## config.mk

```make
export PLATFORM = sky130hd
export DESIGN_NAME = jerk_limited_speed_to_dac
export DESIGN_NICKNAME = d
export VERILOG_FILES = /design/src/hdl/jlsd_pkg.sv /design/src/hdl/jlsd_cfg_regs.sv /design/src/hdl/jlsd_ramp.sv /design/src/hdl/jlsd_dac_map.sv /design/src/hdl/jerk_limited_speed_to_dac.sv
export SDC_FILE = /design/constraint.sdc
export NUM_CORES = 2
export LEC_CHECK = 0
export BUFFER_PORTS_ARGS = -buffer_cell sky130_fd_sc_hd__clkbuf_2
export CAP_MARGIN = 20
export CELL_PAD_IN_SITES_DETAIL_PLACEMENT = 0
export CELL_PAD_IN_SITES_GLOBAL_PLACEMENT = 1
export CORE_MARGIN = 1.5
export CORE_UTILIZATION = 35
export DETAILED_ROUTE_END_ITERATION = 12
export PLACE_DENSITY = 0.61
export SLEW_MARGIN = 15
export SYNTH_ARGS = -nofsm -noshare
export SYNTH_HDL_FRONTEND = slang
export SYNTH_SLANG_ARGS = --single-unit
export TNS_END_PERCENT = 5
```

## constraint.sdc

```tcl
create_clock -name clk_i -period 43.1 [get_ports clk_i]
set_input_delay 4.31 -clock clk_i [delete_from_list [all_inputs] [get_ports clk_i]]
set_output_delay 4.31 -clock clk_i [all_outputs]
set_load 0.01 [all_outputs]
```

## src/hdl/jlsd_pkg.sv

```systemverilog
// Shared types, register indexes and reset values for the jerk-limited speed to DAC block.
package jlsd_pkg;

  localparam int SpeedWidthDef = 32;
  localparam int DacWidthDef   = 16;

  localparam int CfgIdxWidth  = 4;
  localparam int CfgDataWidth = 32;

  // Register indexes on the configuration port.
  typedef enum logic [CfgIdxWidth-1:0] {
    CFG_SPEED_LIMIT   = 4'd0,
    CFG_MAX_ACCEL     = 4'd1,
    CFG_JERK_LIMIT    = 4'd2,
    CFG_UNIT_GAIN     = 4'd3,
    CFG_ZERO_OFFSET   = 4'd4,
    CFG_ZERO_DAC_CODE = 4'd5,
    CFG_MAX_DRIVE     = 4'd6,
    CFG_ZERO_BAND     = 4'd7
  } cfg_idx_e;

  typedef struct packed {
    logic [30:0] speed_limit;
    logic [30:0] max_accel;
    logic [30:0] jerk_limit;
    logic [31:0] unit_gain;
    logic [15:0] zero_offset;
    logic [15:0] zero_dac_code;
    logic [14:0] max_drive;
    logic [30:0] zero_band;
  } cfg_t;

  localparam logic [30:0] SpeedLimitRst  = 31'h7FFF_FFFF;
  localparam logic [30:0] MaxAccelRst    = 31'd65536;
  localparam logic [30:0] JerkLimitRst   = 31'd6554;
  localparam logic [31:0] UnitGainRst    = 32'd65536;
  localparam logic [15:0] ZeroOffsetRst  = 16'd0;
  localparam logic [15:0] ZeroDacCodeRst = 16'd32768;
  localparam logic [14:0] MaxDriveRst    = 15'd32767;
  localparam logic [30:0] ZeroBandRst    = 31'd655;

endpackage

```

## src/hdl/jlsd_cfg_regs.sv

```systemverilog
// Configuration register file of the jerk-limited speed to DAC block.
module jlsd_cfg_regs (
  input  logic                                clk_i,
  input  logic                                rst_ni,
  input  logic                                cfg_valid_i,
  input  logic [jlsd_pkg::CfgIdxWidth-1:0]    cfg_index_i,
  input  logic [jlsd_pkg::CfgDataWidth-1:0]   cfg_data_i,
  output jlsd_pkg::cfg_t                      cfg_o
);

  jlsd_pkg::cfg_t cfg_q, cfg_d;

  always_comb begin
    cfg_d = cfg_q;
    if (cfg_valid_i) begin
      unique case (jlsd_pkg::cfg_idx_e'(cfg_index_i))
        jlsd_pkg::CFG_SPEED_LIMIT:   cfg_d.speed_limit   = cfg_data_i[30:0];
        jlsd_pkg::CFG_MAX_ACCEL:     cfg_d.max_accel     = cfg_data_i[30:0];
        jlsd_pkg::CFG_JERK_LIMIT:    cfg_d.jerk_limit    = cfg_data_i[30:0];
        jlsd_pkg::CFG_UNIT_GAIN:     cfg_d.unit_gain     = cfg_data_i[31:0];
        jlsd_pkg::CFG_ZERO_OFFSET:   cfg_d.zero_offset   = cfg_data_i[15:0];
        jlsd_pkg::CFG_ZERO_DAC_CODE: cfg_d.zero_dac_code = cfg_data_i[15:0];
        jlsd_pkg::CFG_MAX_DRIVE:     cfg_d.max_drive     = cfg_data_i[14:0];
        jlsd_pkg::CFG_ZERO_BAND:     cfg_d.zero_band     = cfg_data_i[30:0];
        default:                     cfg_d = cfg_q;
      endcase
    end
  end

  always_ff @(posedge clk_i or negedge rst_ni) begin
    if (!rst_ni) begin
      cfg_q.speed_limit   <= jlsd_pkg::SpeedLimitRst;
      cfg_q.max_accel     <= jlsd_pkg::MaxAccelRst;
      cfg_q.jerk_limit    <= jlsd_pkg::JerkLimitRst;
      cfg_q.unit_gain     <= jlsd_pkg::UnitGainRst;
      cfg_q.zero_offset   <= jlsd_pkg::ZeroOffsetRst;
      cfg_q.zero_dac_code <= jlsd_pkg::ZeroDacCodeRst;
      cfg_q.max_drive     <= jlsd_pkg::MaxDriveRst;
      cfg_q.zero_band     <= jlsd_pkg::ZeroBandRst;
    end else begin
      cfg_q <= cfg_d;
    end
  end

  assign cfg_o = cfg_q;

endmodule

```

## src/hdl/jlsd_ramp.sv

```systemverilog
// Speed clamp and jerk-limited step limiter with its speed and acceleration state.
module jlsd_ramp #(
  parameter int SPEED_WIDTH = jlsd_pkg::SpeedWidthDef
) (
  input  logic                          clk_i,
  input  logic                          rst_ni,
  input  jlsd_pkg::cfg_t                cfg_i,
  input  logic                          in_valid_i,
  output logic                          in_ready_o,
  input  logic signed [SPEED_WIDTH-1:0] target_speed_i,
  output logic                          spd_valid_o,
  input  logic                          spd_ready_i,
  output logic signed [SPEED_WIDTH-1:0] speed_o
);

  localparam int CW = ((SPEED_WIDTH > 32) ? SPEED_WIDTH : 32) + 3;
  localparam logic signed [CW-1:0] SMax = {{(CW-SPEED_WIDTH+1){1'b0}}, {(SPEED_WIDTH-1){1'b1}}};
  localparam logic signed [CW-1:0] SMin = ~SMax;

  logic                          s1_valid_q;
  logic signed [SPEED_WIDTH-1:0] s1_target_q;
  logic                          s2_valid_q;
  logic signed [SPEED_WIDTH-1:0] s2_speed_q;
  logic signed [SPEED_WIDTH-1:0] prev_speed_q, prev_speed_d;
  logic signed [SPEED_WIDTH-1:0] prev_accel_q, prev_accel_d;

  logic s1_ready, s2_ready, s1_fire;

  logic signed [CW-1:0] t_x, ms, ma, mj, ps, pa, tc, up, dn, hi_b, lo_b, sp, sp_sat, acc, acc_sat;

  assign s2_ready   = !s2_valid_q || spd_ready_i;
  assign s1_ready   = !s1_valid_q || s2_ready;
  assign s1_fire    = s1_valid_q && s2_ready;
  assign in_ready_o = s1_ready;

  always_comb begin
    t_x = CW'(s1_target_q);
    ms  = CW'({1'b0, cfg_i.speed_limit});
    ma  = CW'({1'b0, cfg_i.max_accel});
    mj  = CW'({1'b0, cfg_i.jerk_limit});
    ps  = CW'(prev_speed_q);
    pa  = CW'(prev_accel_q);

    tc = t_x;
    if (tc > ms)  tc = ms;
    if (tc < -ms) tc = -ms;

    up = pa + mj;
    if (up > ma) up = ma;
    dn = pa - mj;
    if (dn < -ma) dn = -ma;

    // The lower bound is applied last so it wins when the bounds cross.
    hi_b = ps + up;
    lo_b = ps + dn;
    sp   = tc;
    if (sp > hi_b) sp = hi_b;
    if (sp < lo_b) sp = lo_b;

    sp_sat = sp;
    if (sp_sat > SMax) sp_sat = SMax;
    if (sp_sat < SMin) sp_sat = SMin;

    acc     = sp_sat - ps;
    acc_sat = acc;
    if (acc_sat > SMax) acc_sat = SMax;
    if (acc_sat < SMin) acc_sat = SMin;

    prev_speed_d = sp_sat[SPEED_WIDTH-1:0];
    prev_accel_d = acc_sat[SPEED_WIDTH-1:0];
  end

  always_ff @(posedge clk_i or negedge rst_ni) begin
    if (!rst_ni) begin
      s1_valid_q   <= 1'b0;
      s2_valid_q   <= 1'b0;
      prev_speed_q <= '0;
      prev_accel_q <= '0;
    end else begin
      if (s1_ready) s1_valid_q <= in_valid_i;
      if (s2_ready) s2_valid_q <= s1_valid_q;
      if (s1_fire) begin
        prev_speed_q <= prev_speed_d;
        prev_accel_q <= prev_accel_d;
      end
    end
  end

  always_ff @(posedge clk_i) begin
    if (s1_ready && in_valid_i) s1_target_q <= target_speed_i;
    if (s1_fire)                s2_speed_q  <= prev_speed_d;
  end

  assign spd_valid_o = s2_valid_q;
  assign speed_o     = s2_speed_q;

endmodule

```

## src/hdl/jlsd_dac_map.sv

```systemverilog
// Speed to DAC code mapping: gain multiply, offset, drive saturation and dead band.
module jlsd_dac_map #(
  parameter int SPEED_WIDTH = jlsd_pkg::SpeedWidthDef,
  parameter int DAC_WIDTH   = jlsd_pkg::DacWidthDef
) (
  input  logic                          clk_i,
  input  logic                          rst_ni,
  input  jlsd_pkg::cfg_t                cfg_i,
  input  logic                          spd_valid_i,
  output logic                          spd_ready_o,
  input  logic signed [SPEED_WIDTH-1:0] speed_i,
  output logic                          out_valid_o,
  input  logic                          out_ready_i,
  output logic [DAC_WIDTH-1:0]          dac_code_o,
  output logic signed [SPEED_WIDTH-1:0] limited_speed_o,
  output logic                          zero_clamp_o
);

  localparam int AW  = (SPEED_WIDTH > 17) ? SPEED_WIDTH : 17;
  localparam int HPW = AW - 16 + 32;
  localparam int ZW  = ((SPEED_WIDTH > 32) ? SPEED_WIDTH : 32) + 2;
  localparam int KW  = ((DAC_WIDTH > 17) ? DAC_WIDTH : 17) + 2;
  localparam logic signed [KW-1:0] DMax = {{(KW-DAC_WIDTH){1'b0}}, {DAC_WIDTH{1'b1}}};

  // Stage 3: partial products and sign/band flags.
  logic                          s3_valid_q;
  logic [HPW-1:0]                s3_hi_q;
  logic [47:0]                   s3_lo_q;
  logic                          s3_sgn_q, s3_pos_q, s3_neg_q;
  logic signed [SPEED_WIDTH-1:0] s3_speed_q;
  // Stage 4: saturated drive magnitude.
  logic                          s4_valid_q;
  logic [14:0]                   s4_drive_q;
  logic                          s4_pos_q, s4_neg_q;
  logic signed [SPEED_WIDTH-1:0] s4_speed_q;
  // Output register.
  logic                          out_valid_q;
  logic [DAC_WIDTH-1:0]          out_code_q;
  logic signed [SPEED_WIDTH-1:0] out_speed_q;
  logic                          out_clamp_q;

  logic s3_ready, s4_ready, out_ready;

  logic signed [AW:0]   sx, ax;
  logic [AW-1:0]        mag_a;
  logic [HPW-1:0]       hi_d;
  logic [47:0]          lo_d;
  logic signed [ZW-1:0] sz, zb;
  logic                 pos_d, neg_d;

  logic [63:0]          hi64, p;
  logic                 huge;
  logic signed [65:0]   pe, sd, off66, d, dabs;
  logic [33:0]          mag34;
  logic [14:0]          drive_d;

  logic signed [KW-1:0] zd_k, dr_k, off_k, code_k;
  logic [DAC_WIDTH-1:0] code_d;

  assign out_ready   = !out_valid_q || out_ready_i;
  assign s4_ready    = !s4_valid_q || out_ready;
  assign s3_ready    = !s3_valid_q || s4_ready;
  assign spd_ready_o = s3_ready;

  always_comb begin
    sx    = (AW+1)'(speed_i);
    ax    = sx[AW] ? -sx : sx;
    mag_a = ax[AW-1:0];
    hi_d  = HPW'(mag_a[AW-1:16]) * HPW'(cfg_i.unit_gain);
    lo_d  = 48'(mag_a[15:0]) * 48'(cfg_i.unit_gain);
    sz    = ZW'(speed_i);
    zb    = ZW'({1'b0, cfg_i.zero_band});
    pos_d = sz > zb;
    neg_d = sz < -zb;
  end

  always_comb begin
    hi64  = 64'(s3_hi_q);
    huge  = hi64 >= (64'd1 << 46);
    p     = (hi64 << 16) + 64'(s3_lo_q);
    pe    = $signed({2'b00, p});
    sd    = s3_sgn_q ? -pe : pe;
    off66 = $signed({{18{cfg_i.zero_offset[15]}}, cfg_i.zero_offset, 32'd0});
    d     = sd - off66;
    dabs  = d[65] ? -d : d;
    mag34 = dabs[65:32];
    if (huge || (mag34 > 34'(cfg_i.max_drive))) begin
      drive_d = cfg_i.max_drive;
    end else begin
      drive_d = mag34[14:0];
    end
  end

  always_comb begin
    zd_k  = KW'({1'b0, cfg_i.zero_dac_code});
    dr_k  = KW'({1'b0, s4_drive_q});
    off_k = KW'($signed(cfg_i.zero_offset));
    if (s4_pos_q) begin
      code_k = zd_k + dr_k;
    end else if (s4_neg_q) begin
      code_k = zd_k - dr_k;
    end else begin
      code_k = zd_k - off_k;
    end
    if (code_k < 0)    code_k = '0;
    if (code_k > DMax) code_k = DMax;
    code_d = code_k[DAC_WIDTH-1:0];
  end

  always_ff @(posedge clk_i or negedge rst_ni) begin
    if (!rst_ni) begin
      s3_valid_q  <= 1'b0;
      s4_valid_q  <= 1'b0;
      out_valid_q <= 1'b0;
    end else begin
      if (s3_ready)  s3_valid_q  <= spd_valid_i;
      if (s4_ready)  s4_valid_q  <= s3_valid_q;
      if (out_ready) out_valid_q <= s4_valid_q;
    end
  end

  always_ff @(posedge clk_i) begin
    if (s3_ready && spd_valid_i) begin
      s3_hi_q    <= hi_d;
      s3_lo_q    <= lo_d;
      s3_sgn_q   <= sx[AW];
      s3_pos_q   <= pos_d;
      s3_neg_q   <= neg_d;
      s3_speed_q <= speed_i;
    end
    if (s4_ready && s3_valid_q) begin
      s4_drive_q <= drive_d;
      s4_pos_q   <= s3_pos_q;
      s4_neg_q   <= s3_neg_q;
      s4_speed_q <= s3_speed_q;
    end
    if (out_ready && s4_valid_q) begin
      out_code_q  <= code_d;
      out_speed_q <= s4_speed_q;
      out_clamp_q <= !(s4_pos_q || s4_neg_q);
    end
  end

  assign out_valid_o     = out_valid_q;
  assign dac_code_o      = out_code_q;
  assign limited_speed_o = out_speed_q;
  assign zero_clamp_o    = out_clamp_q;

endmodule

```

## src/hdl/jerk_limited_speed_to_dac.sv

```systemverilog
// Top level of the jerk-limited speed ramp driving a servo speed DAC.
// Pipeline: a request passes through the input register, limiter, multiplier, drive
// and code stages in that order before its result shows on the output.
// Throughput: one request per cycle unless the output stalls; the speed and
// acceleration state updates in the single limiter stage, so each request sees the
// state left by the one before. Reset (rst_ni low, asynchronous) empties the pipeline,
// clears speed and acceleration to zero and loads every configuration register with its default.
module jerk_limited_speed_to_dac #(
  parameter int SPEED_WIDTH = jlsd_pkg::SpeedWidthDef,
  parameter int DAC_WIDTH   = jlsd_pkg::DacWidthDef
) (
  input  logic                                clk_i,
  input  logic                                rst_ni,
  // Configuration write channel.
  input  logic                                cfg_valid_i,
  output logic                                cfg_ready_o,
  input  logic [jlsd_pkg::CfgIdxWidth-1:0]    cfg_index_i,
  input  logic [jlsd_pkg::CfgDataWidth-1:0]   cfg_data_i,
  // Target speed requests.
  input  logic                                in_valid_i,
  output logic                                in_ready_o,
  input  logic signed [SPEED_WIDTH-1:0]       target_speed_i,
  // Result requests.
  output logic                                out_valid_o,
  input  logic                                out_ready_i,
  output logic [DAC_WIDTH-1:0]                dac_code_o,
  output logic signed [SPEED_WIDTH-1:0]       limited_speed_o,
  output logic                                zero_clamp_o
);

  localparam int ZW = ((SPEED_WIDTH > 32) ? SPEED_WIDTH : 32) + 2;

  jlsd_pkg::cfg_t cfg;

  logic                          spd_valid;
  logic                          spd_ready;
  logic signed [SPEED_WIDTH-1:0] speed;

  // Registers are always writable, so the host must write them only while the block is idle.
  assign cfg_ready_o = 1'b1;

  jlsd_cfg_regs u_cfg_regs (
    .clk_i       (clk_i),
    .rst_ni      (rst_ni),
    .cfg_valid_i (cfg_valid_i),
    .cfg_index_i (cfg_index_i),
    .cfg_data_i  (cfg_data_i),
    .cfg_o       (cfg)
  );

  // Clamp to max speed, then bound the step by the acceleration and jerk limits.
  jlsd_ramp #(
    .SPEED_WIDTH (SPEED_WIDTH)
  ) u_ramp (
    .clk_i          (clk_i),
    .rst_ni         (rst_ni),
    .cfg_i          (cfg),
    .in_valid_i     (in_valid_i),
    .in_ready_o     (in_ready_o),
    .target_speed_i (target_speed_i),
    .spd_valid_o    (spd_valid),
    .spd_ready_i    (spd_ready),
    .speed_o        (speed)
  );

  // Scale by the gain, remove the zero offset and map onto the DAC code range.
  jlsd_dac_map #(
    .SPEED_WIDTH (SPEED_WIDTH),
    .DAC_WIDTH   (DAC_WIDTH)
  ) u_dac_map (
    .clk_i           (clk_i),
    .rst_ni          (rst_ni),
    .cfg_i           (cfg),
    .spd_valid_i     (spd_valid),
    .spd_ready_o     (spd_ready),
    .speed_i         (speed),
    .out_valid_o     (out_valid_o),
    .out_ready_i     (out_ready_i),
    .dac_code_o      (dac_code_o),
    .limited_speed_o (limited_speed_o),
    .zero_clamp_o    (zero_clamp_o)
  );

  // Speed and band width in a common signed width for the checks below.
  logic signed [ZW-1:0] lim_z, band_z;
  assign lim_z  = ZW'(limited_speed_o);
  assign band_z = ZW'({1'b0, cfg.zero_band});

  // The input side only stalls when every stage is full behind a waiting result.
  a_ready_only_on_stall : assert property (@(posedge clk_i) disable iff (!rst_ni)
    !in_ready_o |-> (out_valid_o && !out_ready_i))
    else $error("input stalled while the output was not backed up");

  // A zero clamp result carries a speed inside the dead band.
  a_clamp_in_band : assert property (@(posedge clk_i) disable iff (!rst_ni)
    (out_valid_o && zero_clamp_o) |-> ((lim_z <= band_z) && (lim_z >= -band_z)))
    else $error("zero clamp asserted outside the dead band");

  // Outside the band no clamp is requested.
  a_no_clamp_out_band : assert property (@(posedge clk_i) disable iff (!rst_ni)
    (out_valid_o && ((lim_z > band_z) || (lim_z < -band_z))) |-> !zero_clamp_o)
    else $error("zero clamp missing for a speed outside the dead band");

endmodule

```

==> impl_metrics.csv <==
group,metric,value,unit
clock_network,tritoncts,"built",
floorplan,start_util,35.3,%
grt,antenna_found_initial,33,
logic_synthesis,avgSynthCellArea,9.09,um2
layout,final_util,38.5,%
clock_network,clock_latency,0.71,ns
grt,grt_use_met1,31.3,%
sta,rsz0062_at_grt,"false",
routing,wl_per_cell,23.1,um
logic_synthesis,synth_simple_gate_area_share,15.9,%
run,drv_cap,0,
clock_network,postCtsSetupBuffers,0,
logic_synthesis,yosysTopAreaCell,"fa_1",
grt,grtUsageTotal,23.8,%
sta,setup_viol,0,
floorplan,num_rows,172,
layout,drive_gt1_share,9.39,%
logic_synthesis,synthXorXnorAreaFrac,5.32,%
routing,ant_nets,0,
grt,grt_max_degree,107,
logic_synthesis,yosys_warnings,0,
logic_synthesis,ys_seq_area_share,20.1,%
sta,holdWs,0.388,ns
layout,areaGrowthSynthToFinish,8.94,%
critical_path,worstPathMaxFanout,52,
sta,setup_tns,0,ns
critical_path,critPathCaptureType,"register",
grt,gr-usage-met3,2.38,%
logic_synthesis,synthTopCellsByArea,"fa_1 (22%), ha_1 (13%), edfxtp_1 (11%), dfrtp_1 (6.7%), inv_1 (5.9%)",
clock_network,path_clk_slew,0.06,ns
sta,min_period_over_period,51.3,%
grt,grt_pass1_wl,404,mm
floorplan,core,220000,um2
logic_synthesis,yosys-top-cells-count,"inv_1 (1214), nand2_1 (1106), fa_1 (846), ha_1 (800), a21oi_1 (388)",
sta,timing.final.crit_period,22.11,ns
critical_path,cp-start-kind,"register",
grt,grt_overflow,0,
grt,top_usage_layer,"met2",
routing,vias,61400,
clock_network,cts_root_buf,"clkbuf_16",
worst_hold_path,hp-class,"reg2reg",
logic_synthesis,synth_ff_type,"edfxtp_1",
placement,dp.final_hpwl,208,mm
grt,grt.met2_usage,41.1,%
worst_hold_path,whs_path_depth,0,
floorplan,ios,125,
layout,nets,10300,
logic_synthesis,ys_ff_latch,564,
routing,drc,0,
logic_synthesis,synth_top_family_by_area,"adder cells",
routing,firstDrtPassIters,5,
logic_synthesis,synthAdderAreaFrac,34.6,%
sta,drv_slew,0,
sta,max_freq,45.2,MHz
clock_network,cts_made_buffers,74,
sta,hold_viol_final,0,
logic_synthesis,yosys.area.top_type_share,21.7,%
status,status,"finished clean",
floorplan,die_area,225000,um2
logic_synthesis,synthCells,8564,
critical_path,crit_required,43.67,ns
placement,port_buffers,123,
critical_path,cp_slowest_stage_delay,0.87,ns
critical_path,arrival,22.68,ns
clock_network,clockBufferDepth,3,
logic_synthesis,synth_compound_area_share,12.4,%
critical_path,ff2ff_path_depth,86,
logic_synthesis,syn_nets,10300,
grt,grt_pass1_vias,63600,
logic_synthesis,synthMuxAreaShare,4.11,%
sta,slew_headroom,16.3,%
critical_path,cpMostUsedCell,"o21ai_0",
floorplan,die_y,475,um
critical_path,cpMaxStageDelayCell,"o311ai_0",
logic_synthesis,ys_async_sr_fraction,48.2,%
layout,final_cell_area,84800,um2
clock_network,clkSinkCount,564,
sta,skew,0.0416,ns
floorplan,fp.dieW,475,um
logic_synthesis,ys_types,122,
routing,via_per_inst,5.31,
sta,worst_pin_slew,1.24,ns
routing,drt-initial-drc-count,3891,
placement,place.gp.congestion,0.886,
clock_network,htreeDepth,3,
clock_network,postCtsHoldBufs,0,
logic_synthesis,synth.most_common_cell,"inv_1",
clock_network,post_cts_resize_count,0,
placement,dpl_cell_area,82100,um2
logic_synthesis,synth-edff-count,292,
logic_synthesis,synth_area,77900,um2
routing,routed_wl,268,mm
critical_path,critPathKind,"reg2reg",
worst max-delay path, delay by kind of cell (launching register included):
family / cells / cell delay, ns
simple gates: 27 / 6.04
buf+inv: 9 / 2.12
compound gates: 38 / 9.10
fa+ha+maj: 8 / 2.65
mux: 3 / 1.20
xor+xnor: 1 / 0.25
flops: 1 / 0.54
kinds of logic after synthesis:
logic type | count (synthesis)
simple gates | 2547
fa+ha+maj | 1646
buf+inv | 1557
xor+xnor | 470
compound gates | 1494
other cells | 1
flops | 564
mux | 285
layout by cell type (no fill, tap or decap), types with 41 or more instances in the layout:
| cell | instances |
|---|---|
| inv_1 | 1214 |
| nand2_1 | 1105 |
| fa_1 | 846 |
| ha_1 | 800 |
| a21oi_1 | 388 |
| o21ai_0 | 366 |
| nor2_1 | 338 |
| xnor2_1 | 303 |
| edfxtp_1 | 292 |
| nor2b_1 | 248 |
| mux2_2 | 242 |
| dfrtp_1 | 210 |
| and2_1 | 167 |
| a21o_1 | 145 |
| xor2_1 | 136 |
| clkbuf_2 | 123 |
| buf_4 | 116 |
| nand3_1 | 106 |
| nand2b_1 | 101 |
| nor3_1 | 101 |
| nand4_1 | 84 |
| clkbuf_16 | 78 |
| o21a_1 | 63 |
| dfstp_2 | 62 |
| o21bai_1 | 57 |
| or3_1 | 53 |
| o31ai_1 | 51 |
| nor4_1 | 49 |
| o211ai_1 | 49 |
| a31oi_1 | 44 |
| a211oi_1 | 41 |
metal layers:
layer | wire length, um | vias up
met5 | 27 | -
met4 | 9230 | 4
met3 | 10800 | 310
met2 | 131000 | 1266
met1 | 117000 | 31300
li1 | - | 28600
through the flow:
step	worst slack [ns]	std cells
detailed placement	20.72	11400
finish	20.99	11600
CTS	20.64	11600
global route	19.18	11600
floorplan	25.24	8564
global placement	20.67	11400
flip-flops by register name (all words and copies together), names as in the netlist:
| name | cells |
|---|---|
| u_cfg_regs.cfg_o | 203 |
| u_dac_map.s3_hi_q | 48 |
| u_dac_map.s3_lo_q | 48 |
| u_dac_map.limited_speed_o | 32 |
| u_dac_map.s3_speed_q | 32 |
| u_dac_map.s4_speed_q | 32 |
| u_ramp.prev_accel_q | 32 |
| u_ramp.prev_speed_q | 32 |
| u_ramp.s1_target_q | 32 |
| u_ramp.speed_o | 32 |
| u_dac_map.dac_code_o | 16 |
| u_dac_map.s4_drive_q | 15 |
| u_dac_map.out_valid_o | 1 |
| u_dac_map.s3_neg_q | 1 |
| u_dac_map.s3_pos_q | 1 |
| u_dac_map.s3_valid_q | 1 |
| u_dac_map.s4_neg_q | 1 |
| u_dac_map.s4_pos_q | 1 |
| u_dac_map.s4_valid_q | 1 |
| u_dac_map.zero_clamp_o | 1 |
| u_ramp.s1_valid_q | 1 |
| u_ramp.spd_valid_o | 1 |
cell type report:
type,count,area [um2]
clock inverter,45,588
tap,2958,3700
sequential,564,15700
antenna,10,25.0
multi-input combinational,6443,56700
inverter,1216,4570
fill,22300,136000
clock buffer,93,2030
timing repair buffer,243,1550
worst paths after layout:
kind                                              start                 endpoint  slack [ns]
worst max-delay path              u_cfg_regs.cfg_o[111]   u_ramp.prev_accel_q[6]       20.99
worst min-delay path            u_dac_map.s3_speed_q[5]  u_dac_map.s4_speed_q[5]        0.39
worst max register to register    u_cfg_regs.cfg_o[111]   u_ramp.prev_accel_q[6]       20.99
worst min register to register  u_dac_map.s3_speed_q[5]  u_dac_map.s4_speed_q[5]        0.39
max in group asynchronous                        rst_ni     u_cfg_regs.cfg_o[79]       37.89
min in group asynchronous                        rst_ni    u_cfg_regs.cfg_o[142]        3.62
Power is left out: the tool's default activity adds up to more than one toggle a clock period on the data nets, which glitch-free logic cannot reach.
